[src/rbfk_pkg.sv]
// Shared types and constants for the RBF kernel evaluator.
// Used by the controller, the datapath and the top level; depends on nothing.
package rbfk_pkg;

    localparam int SUM_WIDTH = 48;
    localparam int X_WIDTH   = 64;
    localparam int T_WIDTH   = 31;
    localparam int R_WIDTH   = 26;

    localparam logic [15:0]          GAMMA_RESET = 16'd4096;
    localparam logic [SUM_WIDTH-1:0] SUM_MAX     = {SUM_WIDTH{1'b1}};
    localparam logic [T_WIDTH-1:0]   Q30_ONE     = 31'h4000_0000;
    localparam logic [X_WIDTH-1:0]   EXP_LIMIT   = 64'd12 << 28;
    // Exact floor(p/3) for any 32-bit p: (p * DIV3_RECIP) >> 33.
    localparam logic [31:0]          DIV3_RECIP  = 32'hAAAA_AAAB;

    localparam int NUM_SQUARES = 8;

    // Taylor term divisors of the nested polynomial.
    localparam logic [1:0] TERM_THIRD = 2'd3;
    localparam logic [1:0] TERM_HALF  = 2'd2;
    localparam logic [1:0] TERM_UNIT  = 2'd1;

    typedef enum logic [3:0] {
        OP_NONE,
        OP_MUL_XLO,
        OP_MUL_XHI,
        OP_XSUM,
        OP_RANGE,
        OP_MUL_RT,
        OP_MUL_DIV3,
        OP_T_UPD,
        OP_MUL_SQ,
        OP_SQ_UPD,
        OP_EMIT
    } t_dp_op;

    typedef struct packed {
        logic       load;
        t_dp_op     op;
        logic [1:0] term;
    } t_dp_cmd;

    typedef struct packed {
        logic x_big;
    } t_dp_status;

endpackage

[src/rbfk_ctrl.sv]
// Sequencer for the RBF kernel evaluator: input handshake and the step
// order of the exponential. Depends on rbfk_pkg.
module rbfk_ctrl
    import rbfk_pkg::*;
(
    input  logic       i_clk,
    input  logic       i_rst_n,
    input  logic       i_start,
    input  logic       i_last,
    input  t_dp_status i_status,
    output t_dp_cmd    o_cmd,
    output logic       o_busy
);

    typedef enum logic [3:0] {
        S_IDLE,
        S_FILL,
        S_XLO,
        S_XHI,
        S_XSUM,
        S_RANGE,
        S_MULRT,
        S_DIV3,
        S_TUPD,
        S_SQ,
        S_SQUPD,
        S_DONE
    } t_state;

    localparam logic [2:0] SQ_LAST = 3'(NUM_SQUARES - 1);

    t_state     r_state;
    logic       r_busy;
    logic [1:0] r_term;
    logic [2:0] r_sq_cnt;

    always_ff @(posedge i_clk) begin
        if (!i_rst_n) begin
            r_state  <= S_IDLE;
            r_busy   <= 1'b0;
            r_term   <= TERM_THIRD;
            r_sq_cnt <= '0;
        end else begin
            unique case (r_state)
                S_IDLE: begin
                    if (i_start && i_last) begin
                        r_state <= S_FILL;
                        r_busy  <= 1'b1;
                    end
                end
                S_FILL:  r_state <= S_XLO;
                S_XLO:   r_state <= S_XHI;
                S_XHI:   r_state <= S_XSUM;
                S_XSUM:  r_state <= S_RANGE;
                S_RANGE: begin
                    r_term   <= TERM_THIRD;
                    r_sq_cnt <= '0;
                    r_state  <= i_status.x_big ? S_DONE : S_MULRT;
                end
                S_MULRT: r_state <= (r_term == TERM_THIRD) ? S_DIV3 : S_TUPD;
                S_DIV3:  r_state <= S_TUPD;
                S_TUPD: begin
                    if (r_term == TERM_UNIT) begin
                        r_state <= S_SQ;
                    end else begin
                        r_term  <= r_term - 2'd1;
                        r_state <= S_MULRT;
                    end
                end
                S_SQ:    r_state <= S_SQUPD;
                S_SQUPD: begin
                    if (r_sq_cnt == SQ_LAST) begin
                        r_state <= S_DONE;
                    end else begin
                        r_sq_cnt <= r_sq_cnt + 3'd1;
                        r_state  <= S_SQ;
                    end
                end
                S_DONE: begin
                    r_busy  <= 1'b0;
                    r_state <= S_IDLE;
                end
                default: begin
                    r_busy  <= 1'b0;
                    r_state <= S_IDLE;
                end
            endcase
        end
    end

    always_comb begin
        o_cmd.load = i_start && !r_busy;
        o_cmd.term = r_term;
        unique case (r_state)
            S_XLO:   o_cmd.op = OP_MUL_XLO;
            S_XHI:   o_cmd.op = OP_MUL_XHI;
            S_XSUM:  o_cmd.op = OP_XSUM;
            S_RANGE: o_cmd.op = OP_RANGE;
            S_MULRT: o_cmd.op = OP_MUL_RT;
            S_DIV3:  o_cmd.op = OP_MUL_DIV3;
            S_TUPD:  o_cmd.op = OP_T_UPD;
            S_SQ:    o_cmd.op = OP_MUL_SQ;
            S_SQUPD: o_cmd.op = OP_SQ_UPD;
            S_DONE:  o_cmd.op = OP_EMIT;
            default: o_cmd.op = OP_NONE;
        endcase
    end

    assign o_busy = r_busy;

endmodule

[src/rbfk_datapath.sv]
// Datapath of the RBF kernel evaluator: squared-difference accumulator,
// gamma register and the shared multiplier of the exponential. Depends on rbfk_pkg.
module rbfk_datapath
    import rbfk_pkg::*;
#(
    parameter int ELEMENT_WIDTH = 16
) (
    input  logic                            i_clk,
    input  logic                            i_rst_n,
    input  t_dp_cmd                         i_cmd,
    output t_dp_status                      o_status,
    input  logic                            i_cfg_we,
    input  logic [15:0]                     i_cfg_wdata,
    input  logic signed [ELEMENT_WIDTH-1:0] i_first_element,
    input  logic signed [ELEMENT_WIDTH-1:0] i_second_element,
    input  logic                            i_last_element,
    output logic [15:0]                     o_kernel_value,
    output logic                            o_sum_saturated,
    output logic                            o_result_strobe
);

    localparam int EW = ELEMENT_WIDTH;

    logic [15:0] r_gamma;

    // Input stage: squared difference of one beat.
    logic signed [EW:0]     diff;
    logic [EW:0]            mag;
    logic [32:0]            mag_ext;
    logic                   sq_big;
    logic [SUM_WIDTH-1:0]   n_sq;

    logic                   r_s1_valid;
    logic                   r_s1_last;
    logic                   r_s1_big;
    logic [SUM_WIDTH-1:0]   r_s1_sq;

    logic [SUM_WIDTH-1:0]   r_sum;
    logic                   r_ovf;
    logic [SUM_WIDTH:0]     total;
    logic [SUM_WIDTH-1:0]   n_sum;
    logic                   n_ovf;

    logic [SUM_WIDTH-1:0]   r_dist;
    logic                   r_dist_ovf;

    // Exponential registers.
    logic [X_WIDTH-1:0]     r_prod;
    logic [X_WIDTH-1:0]     r_x;
    logic [R_WIDTH-1:0]     r_r;
    logic [T_WIDTH-1:0]     r_t;

    logic [31:0]            mul_a;
    logic [31:0]            mul_b;
    logic [X_WIDTH-1:0]     n_prod;
    logic [R_WIDTH-1:0]     r_from_x;
    logic [T_WIDTH-1:0]     quot;
    logic [16:0]            t_scaled;

    assign diff    = {i_first_element[EW-1], i_first_element}
                   - {i_second_element[EW-1], i_second_element};
    assign mag     = diff[EW] ? (~diff + 1'b1) : diff;
    assign mag_ext = 33'(mag);
    assign sq_big  = |mag_ext[32:24];
    assign n_sq    = 48'(mag_ext[23:0]) * 48'(mag_ext[23:0]);

    assign total = {1'b0, r_sum} + {1'b0, r_s1_sq};
    always_comb begin
        if (r_s1_big || total[SUM_WIDTH]) begin
            n_sum = SUM_MAX;
            n_ovf = 1'b1;
        end else begin
            n_sum = total[SUM_WIDTH-1:0];
            n_ovf = r_ovf;
        end
    end

    assign r_from_x       = r_x[31:6];
    assign o_status.x_big = (r_x >= EXP_LIMIT);

    always_comb begin
        unique case (i_cmd.op)
            OP_MUL_XLO: begin
                mul_a = 32'(r_gamma);
                mul_b = 32'(r_dist[23:0]);
            end
            OP_MUL_XHI: begin
                mul_a = 32'(r_gamma);
                mul_b = 32'(r_dist[47:24]);
            end
            OP_MUL_RT: begin
                mul_a = 32'(r_r);
                mul_b = 32'(r_t);
            end
            OP_MUL_DIV3: begin
                mul_a = r_prod[61:30];
                mul_b = DIV3_RECIP;
            end
            OP_MUL_SQ: begin
                mul_a = 32'(r_t);
                mul_b = 32'(r_t);
            end
            default: begin
                mul_a = '0;
                mul_b = '0;
            end
        endcase
    end

    assign n_prod = 64'(mul_a) * 64'(mul_b);

    always_comb begin
        unique case (i_cmd.term)
            TERM_THIRD: quot = r_prod[63:33];
            TERM_HALF:  quot = {1'b0, r_prod[60:31]};
            TERM_UNIT:  quot = r_prod[60:30];
            default:    quot = '0;
        endcase
    end

    assign t_scaled = r_t[30:14];

    always_ff @(posedge i_clk) begin
        if (!i_rst_n) begin
            r_gamma         <= GAMMA_RESET;
            r_s1_valid      <= 1'b0;
            r_sum           <= '0;
            r_ovf           <= 1'b0;
            o_result_strobe <= 1'b0;
        end else begin
            if (i_cfg_we) begin
                r_gamma <= i_cfg_wdata;
            end
            r_s1_valid <= i_cmd.load;
            if (r_s1_valid) begin
                if (r_s1_last) begin
                    r_sum <= '0;
                    r_ovf <= 1'b0;
                end else begin
                    r_sum <= n_sum;
                    r_ovf <= n_ovf;
                end
            end
            o_result_strobe <= (i_cmd.op == OP_EMIT);
        end
    end

    always_ff @(posedge i_clk) begin
        if (i_cmd.load) begin
            r_s1_sq   <= n_sq;
            r_s1_big  <= sq_big;
            r_s1_last <= i_last_element;
        end
        if (r_s1_valid && r_s1_last) begin
            r_dist     <= n_sum;
            r_dist_ovf <= n_ovf;
        end

        unique case (i_cmd.op)
            OP_MUL_XLO, OP_MUL_RT, OP_MUL_DIV3, OP_MUL_SQ: r_prod <= n_prod;
            OP_MUL_XHI: begin
                r_x    <= r_prod;
                r_prod <= n_prod;
            end
            OP_XSUM:   r_x <= r_x + (r_prod << 24);
            OP_RANGE: begin
                r_r <= r_from_x;
                // An out-of-range exponent forces the result to zero.
                r_t <= o_status.x_big ? '0 : (Q30_ONE - T_WIDTH'(r_from_x >> 2));
            end
            OP_T_UPD:  r_t <= Q30_ONE - quot;
            OP_SQ_UPD: r_t <= r_prod[60:30];
            OP_EMIT: begin
                o_kernel_value  <= t_scaled[16] ? 16'hFFFF : t_scaled[15:0];
                o_sum_saturated <= r_dist_ovf;
            end
            default: begin
            end
        endcase
    end

endmodule

[src/rbf_kernel_evaluator_top.sv]
// Gaussian RBF kernel evaluator, top level: controller and datapath.
// Depends on rbfk_pkg, rbfk_ctrl and rbfk_datapath.
//
// Element pairs are taken one per clock while busy is low; a beat is taken at
// an edge where start is high and busy is low. The beat flagged last raises
// busy, and the kernel value appears on o_kernel_value with o_result_strobe for
// one cycle; it is zero when gamma times the distance is 12.0 or more, and the
// polynomial and squarings are then skipped. Busy drops in the strobe cycle, so
// the next vector may start there. The exponential runs gamma times distance,
// range reduction, its polynomial and eight squarings, all but range reduction
// on one shared 32x32 multiplier. Results cannot be held off: the
// receiver must take the strobe cycle. Gamma may be written at any idle time.
module rbf_kernel_evaluator_top
    import rbfk_pkg::*;
#(
    parameter int ELEMENT_WIDTH = 16
) (
    input  logic                            i_clk,
    input  logic                            i_rst_n,
    input  logic                            start,
    output logic                            busy,
    input  logic                            i_cfg_we,
    input  logic [15:0]                     i_cfg_wdata,
    input  logic signed [ELEMENT_WIDTH-1:0] i_first_element,
    input  logic signed [ELEMENT_WIDTH-1:0] i_second_element,
    input  logic                            i_last_element,
    output logic [15:0]                     o_kernel_value,
    output logic                            o_sum_saturated,
    output logic                            o_result_strobe
);

    t_dp_cmd    cmd;
    t_dp_status status;

    rbfk_ctrl u_ctrl (
        .i_clk    (i_clk),
        .i_rst_n  (i_rst_n),
        .i_start  (start),
        .i_last   (i_last_element),
        .i_status (status),
        .o_cmd    (cmd),
        .o_busy   (busy)
    );

    rbfk_datapath #(
        .ELEMENT_WIDTH (ELEMENT_WIDTH)
    ) u_datapath (
        .i_clk            (i_clk),
        .i_rst_n          (i_rst_n),
        .i_cmd            (cmd),
        .o_status         (status),
        .i_cfg_we         (i_cfg_we),
        .i_cfg_wdata      (i_cfg_wdata),
        .i_first_element  (i_first_element),
        .i_second_element (i_second_element),
        .i_last_element   (i_last_element),
        .o_kernel_value   (o_kernel_value),
        .o_sum_saturated  (o_sum_saturated),
        .o_result_strobe  (o_result_strobe)
    );

endmodule

[config.mk]
export PLATFORM = sky130hd
export DESIGN_NAME = rbf_kernel_evaluator_top
export DESIGN_NICKNAME = d
export VERILOG_FILES = /design/src/rbfk_pkg.sv /design/src/rbfk_ctrl.sv /design/src/rbfk_datapath.sv /design/src/rbf_kernel_evaluator_top.sv
export SDC_FILE = /design/constraint.sdc
export NUM_CORES = 2
export LEC_CHECK = 0
export ABC_CLOCK_PERIOD_IN_PS = 10500
export BUFFER_PORTS_ARGS = -buffer_cell sky130_fd_sc_hd__buf_2
export CORE_MARGIN = 10
export CORE_UTILIZATION = 25
export CTS_BUF_LIST = sky130_fd_sc_hd__clkbuf_8 sky130_fd_sc_hd__clkbuf_16
export DETAILED_ROUTE_END_ITERATION = 10
export SLEW_MARGIN = 20
export SYNTH_ARGS = -nofsm -noshare
export SYNTH_HDL_FRONTEND = slang
export SYNTH_SLANG_ARGS = --single-unit
[constraint.sdc]
create_clock -name i_clk -period 10.5 [get_ports i_clk]
set_input_delay 2.1 -clock i_clk [delete_from_list [all_inputs] [get_ports i_clk]]
set_output_delay 2.1 -clock i_clk [all_outputs]
set_load 0.1 [all_outputs]
==> impl_metrics.tcl <==
set metrics [dict create \
    cts_max_path_buffers 3 \
    finalSetupViolations 0 \
    path_delay_family "adder cells" \
    netlist_area_um2 60620 \
    critPathLaunchType "flop" \
    cts.sinks 360 \
    cts_tree "done" \
    arrival_ns 10.60 \
    drtPass1Iterations 10 \
    portBuffers 71 \
    synth_top_area_cell "fa_1" \
    antenna_found_initial 11 \
    grt_setup_unrepaired "false" \
    grt_pass1_vias 50560 \
    period_share_pct 97.27 \
    synth_commonest_cells "inv_1, fa_1, nand2_1" \
    dp.cells 9976 \
    grt_pass1_wl_mm 313.5 \
    yosys_warnings 0 \
    seq_area_um2 10000 \
    htreeDepth 2 \
    via_count 48170 \
    synth.area.mux_share_pct 0.4520 \
    synth-adder-area-share_pct 45.62 \
    crit_type "flop to flop" \
    critPathMaxFanout 24 \
    place_congestion 1.005 \
    synth_area_per_cell_um2 9.059 \
    core_area_um2 241000 \
    grt-ovfl-total 0 \
    fin_ws_ns 0.2870 \
    detailed_place_hpwl_mm 170.5 \
    synth_top_family_by_area "adder cells" \
    dpl_worst_slack_ns -0.2676 \
    root_buffer "clkbuf_16" \
    grt.total_usage_pct 15.42 \
    synth.top_cell.area_share_pct 35.96 \
    start_util_pct 25.16 \
    reg2regPathDepth 30 \
    synth_flop_cell "edfxtp_1" \
    synth_compound_area_share_pct 9.356 \
    hold_path_depth 0 \
    worstPathRequired_ns 10.88 \
    final_nets 8446 \
    slew_headroom_pct 25.41 \
    multi_input_area_um2 44830 \
    netlist_instances 6692 \
    hold_buffers 0 \
    clock_latency_ns 0.64 \
    cp-end-kind "flop" \
    ant_nets 0 \
    crit_cells 30 \
    synthSimpleGateAreaFrac_pct 14.93 \
    clk_pin_slew_ns 0.07 \
    fin_cells 10060 \
    finalCriticalPeriod_ns 10.21 \
    final_layout_size_suffix_gt1_share_pct 7.949 \
    cap_viol_max_count 0 \
    layout-area-overhead-vs-synth_pct 12.20 \
    fp.dieH_um 512.4 \
    drt_iter0_drc 4528 \
    synth_xor_xnor_area_share_pct 3.205 \
    drc 0 \
    die-area_um2 262600 \
    ios 72 \
    cts_inserted_buffers 42 \
    drt_wl_total_mm 207.1 \
    ys_seq_elements 360 \
    status "completed" \
    timing.fmax_mhz 97.91 \
    crit_path_top_delay_cell "o41ai_1" \
    path_common_cell "fa_1" \
    synthMostInstantiatedCell "inv_1" \
    synth_edf_count 279 \
    yosysSeqAreaShare_pct 16.49 \
    skew_ns 0.06195 \
    die_w_um 512.4 \
    hold_viol_final 0 \
    fillerInstances 25460 \
    synth_async_sr_flop_share_pct 0 \
    setup_tns_ns 0 \
    worst_pin_slew_ns 1.119 \
    grt_max_degree 100 \
    synth.distinct_cells 91 \
    min_path_type "flop to flop" \
    synthTopCellsByArea "fa_1, edfxtp_1, ha_1" \
    cpPeakStageDelay_ns 0.66 \
    viasPerCell 4.790 \
    critPathBufInv 7 \
    wl_per_cell_um 20.59 \
    maxSlewViolCount 0 \
    rows 180 \
]
## metrics by stage
step	cell area (um^2)	utilization [%]	hold slack [ns]
after floorplan	60720	-	0.4003
after global placement	66440	27.57	0.4231
after detailed placement	66440	27.57	0.4045
after CTS	67960	28.20	0.4206
after global routing	68010	28.22	0.4487
final	68020	28.23	0.4164
## state kept, by name, indices dropped and copies added, names as in the netlist
name	flops
u_ctrl.o_busy	1
u_ctrl.o_cmd	4
u_ctrl.r_sq_cnt	3
u_ctrl.r_state	4
u_ctrl.r_term	2
u_datapath.o_kernel_value	16
u_datapath.o_result_strobe	1
u_datapath.o_sum_saturated	1
u_datapath.r_dist	48
u_datapath.r_dist_ovf	1
u_datapath.r_gamma	16
u_datapath.r_ovf	1
u_datapath.r_prod	64
u_datapath.r_r	26
u_datapath.r_s1_last	1
u_datapath.r_s1_sq	33
u_datapath.r_s1_valid	1
u_datapath.r_sum	48
u_datapath.r_t	31
u_datapath.r_x	58
## kinds of logic after synthesis
kind of cell	after synthesis
adder cells (fa/ha/maj)	1557
AND/OR/NAND/NOR	2075
XOR/XNOR	221
multiplexers	27
flip-flops	360
other	2
AO/OA/AOI/OAI	853
buffers and inverters	1597
## per-layer routing
metal | share of wire, % | vias to the layer above | track usage (%)
li1 | - | 21390 | -
met1 | 40 | 24230 | 19.73
met2 | 46 | 2074 | 25.25
met3 | 8.2 | 464 | 2.772
met4 | 5.9 | 8 | 7.109
met5 | 0.030 | - | 0
## final timing paths
check	end	startpoint	slack, ns
worst max-delay path	u_datapath.r_prod[58]	u_ctrl.o_cmd[2]	0.29
worst min-delay path	u_datapath.r_r[0]	u_datapath.r_x[6]	0.42
worst min register to register	u_datapath.r_r[0]	u_datapath.r_x[6]	0.42
worst max register to register	u_datapath.r_prod[58]	u_ctrl.o_cmd[2]	0.29
## repair_timing
action | in CTS | in global routing
buffers inserted | 0 | 0
resized for setup | 0 | 14
endpoints found under the setup margin | 0 | 6
## final cells by class
class / instances / area share (%)
clock inverters: 32 / 0.6107
inverters: 1286 / 7.097
repair buffers: 385 / 4.190
multi-input cells: 4761 / 65.91
diodes: 3 / 0.01104
clock buffers: 45 / 1.622
well taps: 3185 / 5.859
flip-flops and latches: 360 / 14.70
## placed cells by master, fill, tap and decap left out, types with 33 or more instances in the layout
master     netlist  routed
nor2_1         546     541
clkbuf_16        0      43
nand2_1       1042    1042
ha_1           468     467
nand3_1         45      44
inv_1         1280    1282
xor2_1          83      83
a31oi_1         36      36
buf_2            9      71
a21o_1          97      97
and2_1          70      66
and3_1          46      46
o21ai_0        165     165
a21oi_1        228     226
nand2b_1        38      38
buf_4            0     303
nor2b_1         45      43
or2_2           34      34
a22oi_1         33      33
nand4_1         53      53
a222oi_1        38      38
xnor2_1        137     137
a22o_1          37      37
dfxtp_1         81      81
fa_1          1089    1089
nor3_1          50      46
edfxtp_1       279     279
Power is not shown: default switching activity piles up to over one toggle a cycle in this logic, so the estimate is an artifact.
